--- src/hdl/lic_pkg.sv ---
// Shared types, constants and weight functions for the line integral convolution core
`timescale 1ns / 1ps

package lic_pkg;

    localparam int ROWS_DEF  = 64;
    localparam int COLS_DEF  = 64;
    localparam int STEPS_DEF = 10;

    localparam int FRAC     = 12;
    localparam int FLOW_W   = 16;
    localparam int MAG_W    = 15;
    localparam int FLOW_MAX = 16384;
    localparam int POS_W    = 24;
    localparam int CELL_W   = POS_W - FRAC;
    localparam int WT_W     = 17;
    localparam int WSUM_W   = 21;
    localparam int ACC_W    = 32;
    localparam int STEP_W   = FRAC + 2;

    // divider: numerator, denominator and quotient widths
    localparam int DIV_NW = 32;
    localparam int DIV_DW = 22;
    localparam int DIV_QW = 13;

    typedef enum logic [3:0] {
        ST_IDLE,
        ST_FADDR,
        ST_FDATA,
        ST_DIVR,
        ST_DIVC,
        ST_MOVE,
        ST_NADDR,
        ST_NDATA,
        ST_FIN,
        ST_FDIV
    } lic_state_t;

    // Unsigned 64-bit quotient by shift and subtract, for elaboration-time tables
    function automatic logic [63:0] udiv64(input logic [63:0] a, input logic [63:0] b);
        logic [64:0] r;
        logic [63:0] q;
        begin
            r = '0;
            q = '0;
            for (int i = 63; i >= 0; i--)
            begin
                r = {r[63:0], a[i]};
                if (r >= {1'b0, b})
                begin
                    r    = r - {1'b0, b};
                    q[i] = 1'b1;
                end
            end
            udiv64 = q;
        end
    endfunction

    // Gaussian weight for step k in Q16, series expansion of exp(-k^2/sigma)
    function automatic logic [WT_W-1:0] weight_of(input int k, input int steps);
        logic [63:0] sigma;
        logic [63:0] t;
        logic [63:0] term;
        longint      sum;
        begin
            sigma = 64'(2 * steps * steps);
            t     = udiv64(64'(k * k) << 30, sigma);
            term  = 64'd1 << 30;
            sum   = longint'(1) << 30;
            for (int n = 1; n <= 20; n++)
            begin
                term = udiv64((term * t) >> 30, 64'(n));
                if ((n & 1) == 1)
                    sum = sum - longint'(term);
                else
                    sum = sum + longint'(term);
            end
            if (sum < 0)
                sum = 0;
            weight_of = WT_W'((sum + (longint'(1) << 13)) >>> 14);
        end
    endfunction

    // All weights packed, step k at bits [k*WT_W +: WT_W]
    function automatic logic [16*WT_W-1:0] weight_table(input int steps);
        logic [16*WT_W-1:0] tab;
        begin
            tab = '0;
            for (int k = 0; k < 16; k++)
            begin
                if (k < steps)
                    tab[k*WT_W +: WT_W] = weight_of(k, steps);
            end
            weight_table = tab;
        end
    endfunction

    function automatic logic [WSUM_W-1:0] weight_total(input int steps);
        logic [WSUM_W-1:0] s;
        begin
            s = '0;
            for (int k = 0; k < 16; k++)
            begin
                if (k < steps)
                    s = s + WSUM_W'(weight_of(k, steps));
            end
            weight_total = s;
        end
    endfunction

    // Bring a cell coordinate a few cells outside the picture back into range
    function automatic logic [CELL_W:0] wrap_cell(input logic signed [CELL_W:0] v,
                                                   input int size);
        logic signed [CELL_W:0] r;
        begin
            r = v;
            if (v < 0)
                r = v + (CELL_W+1)'(size);
            else if (v >= (CELL_W+1)'(size))
                r = v - (CELL_W+1)'(size);
            wrap_cell = r;
        end
    endfunction

endpackage

--- src/hdl/lic_div.sv ---
// Restoring divider, one quotient bit per cycle, shared by step and final division
`timescale 1ns / 1ps

module lic_div
(
    input  logic                       clk,
    input  logic                       rst_n,
    input  logic                       start,
    input  logic [lic_pkg::DIV_NW-1:0] num,
    input  logic [lic_pkg::DIV_DW-1:0] den,
    output logic                       done,
    output logic [lic_pkg::DIV_QW-1:0] quot
);

    localparam int NW = lic_pkg::DIV_NW;
    localparam int DW = lic_pkg::DIV_DW;
    localparam int QW = lic_pkg::DIV_QW;
    localparam int CW = $clog2(QW);

    logic [DW-1:0] rem_reg,   rem_next;
    logic [DW-1:0] den_reg,   den_next;
    logic [QW-1:0] low_reg,   low_next;
    logic [QW-1:0] quot_reg,  quot_next;
    logic [CW-1:0] cnt_reg,   cnt_next;
    logic          busy_reg,  busy_next;
    logic          done_reg,  done_next;

    logic [DW:0] shifted;
    logic [DW:0] diff;

    assign shifted = {rem_reg, low_reg[QW-1]};
    assign diff    = shifted - {1'b0, den_reg};

    always_comb
    begin
        rem_next  = rem_reg;
        den_next  = den_reg;
        low_next  = low_reg;
        quot_next = quot_reg;
        cnt_next  = cnt_reg;
        busy_next = busy_reg;
        done_next = 1'b0;
        if (start)
        begin
            // upper numerator bits are known to lie below the divisor
            rem_next  = DW'(num[NW-1:QW]);
            den_next  = den;
            low_next  = num[QW-1:0];
            quot_next = '0;
            cnt_next  = '0;
            busy_next = 1'b1;
        end
        else if (busy_reg)
        begin
            if (!diff[DW])
            begin
                rem_next  = diff[DW-1:0];
                quot_next = {quot_reg[QW-2:0], 1'b1};
            end
            else
            begin
                rem_next  = shifted[DW-1:0];
                quot_next = {quot_reg[QW-2:0], 1'b0};
            end
            low_next = {low_reg[QW-2:0], 1'b0};
            cnt_next = cnt_reg + 1'b1;
            if (cnt_reg == CW'(QW-1))
            begin
                busy_next = 1'b0;
                done_next = 1'b1;
            end
        end
    end

    always_ff @(posedge clk or negedge rst_n)
    begin
        if (!rst_n)
        begin
            busy_reg <= 1'b0;
            done_reg <= 1'b0;
            cnt_reg  <= '0;
        end
        else
        begin
            busy_reg <= busy_next;
            done_reg <= done_next;
            cnt_reg  <= cnt_next;
        end
    end

    always_ff @(posedge clk)
    begin
        rem_reg  <= rem_next;
        den_reg  <= den_next;
        low_reg  <= low_next;
        quot_reg <= quot_next;
    end

    assign done = done_reg;
    assign quot = quot_reg;

endmodule

--- config.mk ---
export PLATFORM = sky130hd
export DESIGN_NAME = lic_div
export DESIGN_NICKNAME = d
export VERILOG_FILES = /design/src/hdl/lic_pkg.sv /design/src/hdl/lic_div.sv
export SDC_FILE = /design/constraint.sdc
export NUM_CORES = 1
export LEC_CHECK = 0
export ABC_AREA = 1
export CELL_PAD_IN_SITES_DETAIL_PLACEMENT = 0
export CELL_PAD_IN_SITES_GLOBAL_PLACEMENT = 1
export CORE_MARGIN = 2
export CORE_UTILIZATION = 51
export CTS_CLUSTER_DIAMETER = 200
export DETAILED_ROUTE_END_ITERATION = 16
export DONT_BUFFER_PORTS = 1
export GPL_TIMING_DRIVEN = 0
export HOLD_SLACK_MARGIN = 0.02
export PLACE_DENSITY_LB_ADDON = 0.1
export SETUP_SLACK_MARGIN = 0.2
export SYNTH_ARGS = -nofsm -noshare
export SYNTH_HDL_FRONTEND = slang
export SYNTH_SLANG_ARGS = --single-unit
--- constraint.sdc ---
create_clock -name clk -period 6.5 [get_ports clk]
set_input_delay 1.95 -clock clk [delete_from_list [all_inputs] [get_ports clk]]
set_output_delay 1.95 -clock clk [all_outputs]
set_load 0.02 [all_outputs]
# ---- Word level (Yosys, flattened, before mapping)
# Cells that the tools add are included.
dict set report word_totals {
  ff_bits 76
  in_bits 57
  out_inout_bits 14
  wordCells 26
}
dict set report op_classes {
  add_sub_neg 2
  n_eq_ne 1
  muxes 14
  n_reduce_logical 1
}
# cell n
set op_table {}
lappend op_table {{$mux W19} 2}
lappend op_table {{$mux W13} 2}
lappend op_table {{$sub A23 B22 Y23} 1}
lappend op_table {{$mux W22} 1}
lappend op_table {{$mux W4} 2}
lappend op_table {{$mux W1} 7}
lappend op_table {{$add A4 B1 Y4 const B} 1}
lappend op_table {{$eq A4 B4 Y1 const B} 1}
lappend op_table {{$reduce_bool A2 Y1} 1}

# ---- Depth between registers and ports, before layout
# Gate-level depths: netlist of run 1.
dict set report depth {
  word_depth 4
  ltp_mapped 16
  ltp_nobuf 16
}

# ---- Worst setup path before layout of run 1
# No wires, ideal clock.
dict set report synth_timing {
  path_kind {input port to flip-flop}
  from {input start}
  to {register low_reg[0] (enable)}
  setup_time_ps 409
  t_arrival_ps 3524
  required_ps 6091
  slack_ps 2567
  path_stages 4
  path_buffers 2
  path_cell_list {clkbuf_1 > nor2_1 > inv_1 > clkbuf_1}
}
dict set report synth_via {
  elab_chain_len 1
}
# element line
set synth_rtl {}
lappend synth_rtl {{start, declared} lic_div.sv:8} ;# input logic start,
lappend synth_rtl {{$reduce_bool A2 Y1 (no source line)} n/a}
lappend synth_rtl {{end signal, assigned} lic_div.sv:95} ;# low_reg <= low_next;
lappend synth_rtl {{end, declared} lic_div.sv:22} ;# logic [QW-1:0] low_reg, low_next;
# Every way passes these cells.
# A chain may end at the register's enable or synchronous reset.

# ---- Final worst setup path of run 1
dict set report layout_timing {
  from {input start}
  to {register rem_reg[2] (enable)}
}
dict set report layout_via {
  elab_chain_len 1
}
# element line
set layout_rtl {}
lappend layout_rtl {{$reduce_bool A2 Y1 (no source line)} n/a}
lappend layout_rtl {{end signal, assigned} lic_div.sv:93} ;# rem_reg <= rem_next;
lappend layout_rtl {{end, declared} lic_div.sv:20} ;# logic [DW-1:0] rem_reg, rem_next;
# Every way passes these cells.

==> reports/summary.txt, run 1 <==
CTS root buf -> clkbuf_8
Power Density -> 423 mW/mm2
endpoints failing setup -> 0
Vias -> 3707
min Tclk post-route -> 3.30 ns
num ports -> 71
Synth Instances -> 607
Crit. End Element -> flop
TritonRoute pass-1 iters -> 4
Unique masters post-synth -> 30
most frequent cells in the layout -> 229 x nand2_1, 103 x inv_1, 54 x edfxtp_1, 30 x nand3_1, 26 x nor2_1
GRT Residual Overflow -> 0
Worst Setup Start Kind -> primary input
worst vdd ir -> 0.172 mV
final setup TNS -> 0 ns
first-pass GRT wire length -> 18200 um
final worst slack -> 3.20 ns
Clk pin slew, worst setup/hold paths -> 0.10 ns
# port buffers -> 0
vias in the first global route -> 3863
Inserted Clock Buffers -> 9
die area -> 0.0100 mm2
diodes inserted -> 0
Final Wtd Congestion -> 0.915
clk_lat worst skew -> 0.37 ns
post-route ant nets -> 0
status -> completed
final wirelength -> 10500 um
cts hold-fix bufs -> 0
WHS Path Cells -> 2
mean cell area of the mapped netlist -> 7.76 um2
Row Count -> 35
Syn Nets -> 689
Required @ worst endpoint -> 6.56 ns
Seq cells post-synth -> 76
hpwl dp -> 8180 um
worst clock skew -> 0.0201 ns
clk buf depth -> 2
R2R setup slack -> 4.02 ns
1st-iter DRT viols -> 127
cell area after synthesis -> 0.00471 mm2
Max Freq -> 0.303 GHz
GR Util All Layers -> 0.231
Reg2Reg Depth -> 10
Die X -> 100 um
largest net degree at the start of global routing -> 24
postcts setup bufs -> 0
RSZ-0062 raised after global routing -> no
initial antenna violation count -> 0
Vias/cell -> 5.04
H-Tree Depth -> 3
post-CTS resize count -> 0
Final Max Slew Viols -> 0
Synth Warn # -> 0
max_slew headroom -> 0.611
max_cap viols -> 0
Area Growth Syn to Fin -> 7.54%
Hold Crit Class -> flop to flop
Leakage Power -> 2.49 nW
Tightest Pin Transition -> 0.584 ns
layout cells sized above 1 -> 0.0913
register area share after synthesis -> 0.444
arrival time worst endpoint -> 3.36 ns
critical path fanouts, max -> 23
DRC violations left -> 0
dpl ws -> 2.79 ns
drt wl/cell -> 14.3 um
clk sinks -> 76
commonest non-fill, non-tap cell in the layout -> nand2_1
Final nets -> 701
Hold Violations, Final -> 0
core area -> 0.00911 mm2
critical path type -> primary input to flop
Final Cycle Share -> 0.507
starting density of the core -> 0.517
CTS tree -> yes
die height -> 100 um
==> per-layer routing <==
layer,vias to the layer above,GRT usage,part of all wire
met5,-,0,0
met4,0,0.0558,0.014
met3,10,0.0550,0.048
met2,68,0.386,0.47
met1,1699,0.305,0.47
li1,1930,-,-
==> cell type report <==
cell class | instances | area (um2)
clock buffer | 9 | 124
tap | 111 | 139
buffer | 12 | 87.6
sequential | 76 | 2090
inverter | 104 | 390
timing repair buffer | 1 | 27.5
clock inverter | 7 | 63.8
fill | 929 | 4040
multi-input combinational | 415 | 2140
==> metrics by stage <==
stage,hold WS [ns],area (um2),utilization,cells,total power [mW]
floorplan,0.436,4710,-,607,1.57
global placement,0.458,4850,0.532,718,1.79
detailed placement,0.469,4880,0.536,719,1.80
CTS,0.484,5070,0.556,735,2.16
global route,0.501,5070,0.556,735,2.35
finish,0.481,5070,0.556,735,2.14
==> power by group <==
| part | switching, mW | leakage [nW] | internal [mW] |
|---|---|---|---|
| sequential | 0.0562 | 0.770 | 0.628 |
| clock | 0.210 | 0.0903 | 0.147 |
| combinational | 0.694 | 1.63 | 0.408 |
==> synth_stat cells <==
cell / count / area (um2)
nand3b_1: 7 / 52.6
a21oi_2: 2 / 17.5
buf_1: 1 / 3.75
fa_1: 1 / 20.0
edfxtp_1: 54 / 1620
nand2_1: 229 / 860
ha_1: 24 / 300
xnor2_1: 10 / 87.6
nand3_1: 30 / 150
xor2_1: 2 / 17.5
nand4_1: 5 / 31.3
buf_8: 1 / 15.0
o21ai_0: 7 / 35.0
nand2_4: 2 / 22.5
nor2_1: 26 / 97.6
a21oi_1: 17 / 85.1
o21a_1: 1 / 7.51
dfxtp_1: 16 / 320
nand2_2: 18 / 113
inv_1: 103 / 387
o22ai_1: 11 / 68.8
clkbuf_1: 6 / 22.5
nor2_2: 4 / 25.0
dfrtp_1: 6 / 150
nand3_2: 5 / 50.1
buf_6: 4 / 45.0
nor2_4: 3 / 33.8
o21bai_1: 5 / 37.5
nor3_1: 6 / 30.0
clkinv_1: 1 / 3.75
==> critical path, stage by stage <==
cell and delay, ns:
clkbuf_1 0.27, nor2_1 0.19, inv_1 0.18, clkbuf_2 0.51, buf_16 0.24
==> cells by family (layout without fill, tap and decap cells) <==
family          Yosys count  after routing  share of synthesized area
fa+ha+maj                25             25                     0.0680
flops                    76             76                      0.444
simple gates            335            335                      0.311
compound gates           43             43                     0.0534
buf+inv                 116            133                      0.101
xor+xnor                 12             12                     0.0223
==> worst paths after layout <==
| kind | startpoint | to |
|---|---|---|
| max in group asynchronous | rst_n | cnt_reg[2] |
| worst max register to register | rem_reg[4] | rem_reg[10] |
| min in group asynchronous | rst_n | cnt_reg[3] |
| worst min register to register | rem_reg[19] | rem_reg[19] |
| worst min-delay path | rem_reg[19] | rem_reg[19] |
| worst max-delay path | start | rem_reg[2] |
No activity file was read; power rests on OpenSTA's default activity.
==> run 2, diff against run 1 <==
Settings changed: ABC_AREA 1 to 0, CORE_UTILIZATION 51 to 45.
Clock period 6.5 ns to 2.8 ns, I/O delays scaled along.
==> run 2 against run 1 <==
Effect of this change: the flow now finishes with violations (setup timing); combinational power is 110% higher; largest power group unchanged; synthesized cell count is 36% lower; global-route usage is 4.6 points lower; highest routed layer unchanged; synthesized area is 8.4% lower; core utilization is 3.6 points lower; largest cell class is now flip-flops and latches; flip-flop and latch count stayed put; final area is 4.7% lower; critical endpoint is now rem_reg[16].
==> reports/summary.txt, run 2 <==
status -> complete, but fails checks
failing checks -> setup timing
drt wl/cell -> 16.4 um (+14%)
Yosys top cell area share -> 0.376 (+0.0318)
most instantiated library cell after synthesis -> edfxtp_1
CTS root buf -> clkbuf_8
register area share after synthesis -> 0.485 (+0.0410)
TritonRoute pass-1 iters -> 4 (unchanged)
vias in the first global route -> 2894 (-25%)
# port buffers -> 0 (unchanged)
endpoints failing setup -> 23 (+23)
Vias -> 2813 (-24%)
largest net degree at the start of global routing -> 33 (+38%)
top cells by area, synth -> edfxtp_1 38%, dfxtp_1 7.4%, mux2i_1 7.4%
DP Area -> 0.00452 mm2 (-7.4%)
min Tclk post-route -> 3.12 ns
Unique masters post-synth -> 51 (+70%)
Clk pin slew, worst setup/hold paths -> 0.08 ns (-0.02 ns)
sequential power share -> 0.335 (+0.016)
Final Wtd Congestion -> 0.834 (-8.9%)
worst vdd ir -> 0.482 mV (+180%)
final wirelength -> 8910 um (-15%)
Crit. End Element -> flop
R2R Path End -> rem_reg[16]
GRT Residual Overflow -> 0 (unchanged)
Worst Setup Start Kind -> flop
reg-to-reg startpoint -> den_reg[0]
worst clock skew -> 0.0140 ns (-0.00606 ns)
first-pass GRT wire length -> 14500 um (-20%)
DRC violations left -> 0 (unchanged)
Reg2Reg Depth -> 11 (+1)
mean cell area of the mapped netlist -> 11.1 um2 (+42%)
H-Tree Depth -> 3 (unchanged)
fill count -> 875 (-5.8%)
CTS tree -> yes
die area -> 0.0104 mm2 (+3.6%)
1st-iter DRT viols -> 73 (-43%)
Hold Crit Class -> primary input to asynchronous set/reset pin
GR Util All Layers -> 0.185 (-0.0461)
critical path type -> flop to flop
Final Max Slew Viols -> 0 (unchanged)
max_slew headroom -> 0.445 (-0.166)
Final nets -> 492 (-30%)
num ports -> 71 (unchanged)
Final Total Pwr -> 4.73 mW (+120%)
cts hold-fix bufs -> 0 (unchanged)
starting density of the core -> 0.465 (-0.0526)
hpwl dp -> 6310 um (-23%)
Inserted Clock Buffers -> 9 (unchanged)
Clk pwr share -> 0.172 (+0.006)
P_sw -> 1.78 mW (+86%)
Post-synth top cells -> 54 x edfxtp_1, 32 x mux2i_1, 31 x nor2_1, 29 x inv_1
cell area after synthesis -> 0.00431 mm2 (-8.4%)
Tightest Pin Transition -> 0.832 ns (+0.249 ns)
Synth Instances -> 390 (-36%)
final worst slack -> -0.318 ns (-3.52 ns)
ys async rst share -> 0.0789 (unchanged)
Net Sw Frac -> 0.376 (-0.0713)
clk_lat worst skew -> 0.36 ns (about the same)
Pint -> 2.95 mW (+150%)
commonest non-fill, non-tap cell in the layout -> edfxtp_1
most frequent cells in the layout -> 54 x edfxtp_1, 31 x nor2_1, 31 x mux2i_1, 29 x inv_1, 25 x nand2_1
layout cells sized above 1 -> 0.171 (+0.0797)
initial antenna violation count -> 1 (+1)
combinational power share -> 0.494 (-0.020)
Syn Nets -> 472 (-31%)
Vias/cell -> 5.16 (+2.3%)
R2R setup slack -> -0.32 ns (-4.34 ns)
Die X -> 102 um (+1.8%)
die height -> 102 um (+1.8%)
arrival time worst endpoint -> 3.23 ns (-0.13 ns)
Hold Violations, Final -> 0 (unchanged)
dpl ws -> -0.434 ns (-3.22 ns)
Required @ worst endpoint -> 2.92 ns (-3.64 ns)
Area Growth Syn to Fin -> 11.9%
Post-synth top flop -> edfxtp_1
critical path fanouts, max -> 6 (-74%)
post-route cell area -> 0.00483 mm2 (-4.7%)
Post-synth EDFFs -> 54 (unchanged)
Row Count -> 35 (unchanged)
RSZ-0062 raised after global routing -> yes
core area -> 0.00928 mm2 (+1.9%)
Synth Warn # -> 0 (unchanged)
Seq cells post-synth -> 76 (unchanged)
Power Density -> 981 mW/mm2 (+130%)
Leakage Power -> 2.04 nW (-18%)
Max Freq -> 0.321 GHz
clk buf depth -> 2 (unchanged)
Final Cycle Share -> 1.11
post-route ant nets -> 0 (unchanged)
Synth area leader -> edfxtp_1
max_cap viols -> 0 (unchanged)
clk sinks -> 76 (unchanged)
## run 2: cell types whose count changed after synthesis, moves of 19 or more
cell     previous run  this run
inv_1             103        29
mux2i_1             0        32
nand2_1           229        26
nand3_1            30         5
o21ai_0             7        26
## run 2: kinds of logic (layout without fill, tap and decap cells)
logic type | count (synthesis) | after routing | share of synthesized area
AND/OR/NAND/NOR | 92 | 92 | 0.102
flip-flops | 76 | 76 | 0.485
AO/OA/AOI/OAI | 75 | 75 | 0.114
multiplexers | 50 | 50 | 0.121
buffers and inverters | 49 | 74 | 0.0522
adder cells (fa/ha/maj) | 25 | 25 | 0.0743
XOR/XNOR | 23 | 23 | 0.0511
other | 0 | 1 | 0
## run 2: timing repair
action / 4_1_cts / 5_1_grt
resized for setup: 6 / 6
gates cloned: 0 / 0
endpoints found under the setup margin: 23 / 23
setup buffers: 7 / 2
pin swaps: 1 / 1
## run 2: per-stage QoR
stage           util  hold slack, ns  setup TNS, ns  instances
2_1_floorplan      -           0.505         -0.250        390
3_3_place_gp   0.487           0.527          -6.44        519
3_5_place_dp   0.487           0.540          -7.12        519
4_1_cts        0.515           0.150          -5.29        542
5_1_grt        0.520           0.131          -8.28        545
6_report       0.520           0.166          -4.95        545
## run 2: final cells by class
class / instances / area, um2 / share of cell area
antenna: 1 / 2.50 / 0.000518
buffer: 20 / 130 / 0.0270
clock buffer: 12 / 156 / 0.0324
clock inverter: 4 / 31.3 / 0.00648
inverter: 29 / 109 / 0.0226
multi-input combinational: 265 / 2070 / 0.429
sequential: 76 / 2090 / 0.433
tap: 129 / 161 / 0.0334
timing repair buffer: 9 / 71.3 / 0.0148
## run 2: worst max-delay path, cell delays in order, from the launching register on
cell and delay [ns]:
edfxtp_1 0.38, ha_2 0.19, fa_2 0.34, nand2b_4 0.16, a21oi_4 0.19, nor3b_4 0.08
o311ai_4 0.28, nand2_4 0.10, o21ai_4 0.19, xor2_4 0.34, mux2_4 0.35, mux2_4 0.26
## run 2: power by group through the flow
stage	combinational (mW)	clock [mW]	sequential, mW
2_1_floorplan	1.78	0	1.57
3_3_place_gp	2.15	0	1.60
3_5_place_dp	2.15	0	1.61
4_1_cts	2.29	0.836	1.59
5_1_grt	2.61	0.874	1.62
6_report	2.34	0.812	1.59
## run 2: worst max path at each step
stage,from,to,slack (ns),cells after the start
2_1_floorplan,den_reg[0],rem_reg[16],-0.11,11
3_3_place_gp,rem_reg[15],rem_reg[15],-0.41,12
3_5_place_dp,den_reg[0],rem_reg[15],-0.43,12
4_1_cts,den_reg[0],rem_reg[16],-0.34,11
5_1_grt,den_reg[0],rem_reg[16],-0.44,11
6_report,den_reg[0],rem_reg[16],-0.32,11
## run 2: routing by layer
layer | vias up | wire length, um | part of all wire | global-route usage
met5 | - | 0 | 0 | 0
met4 | 0 | 85 | 0.0095 | 0.0400
met2 | 47 | 4280 | 0.48 | 0.304
met3 | 7 | 451 | 0.051 | 0.0711
li1 | 1429 | - | - | -
met1 | 1330 | 4100 | 0.46 | 0.233
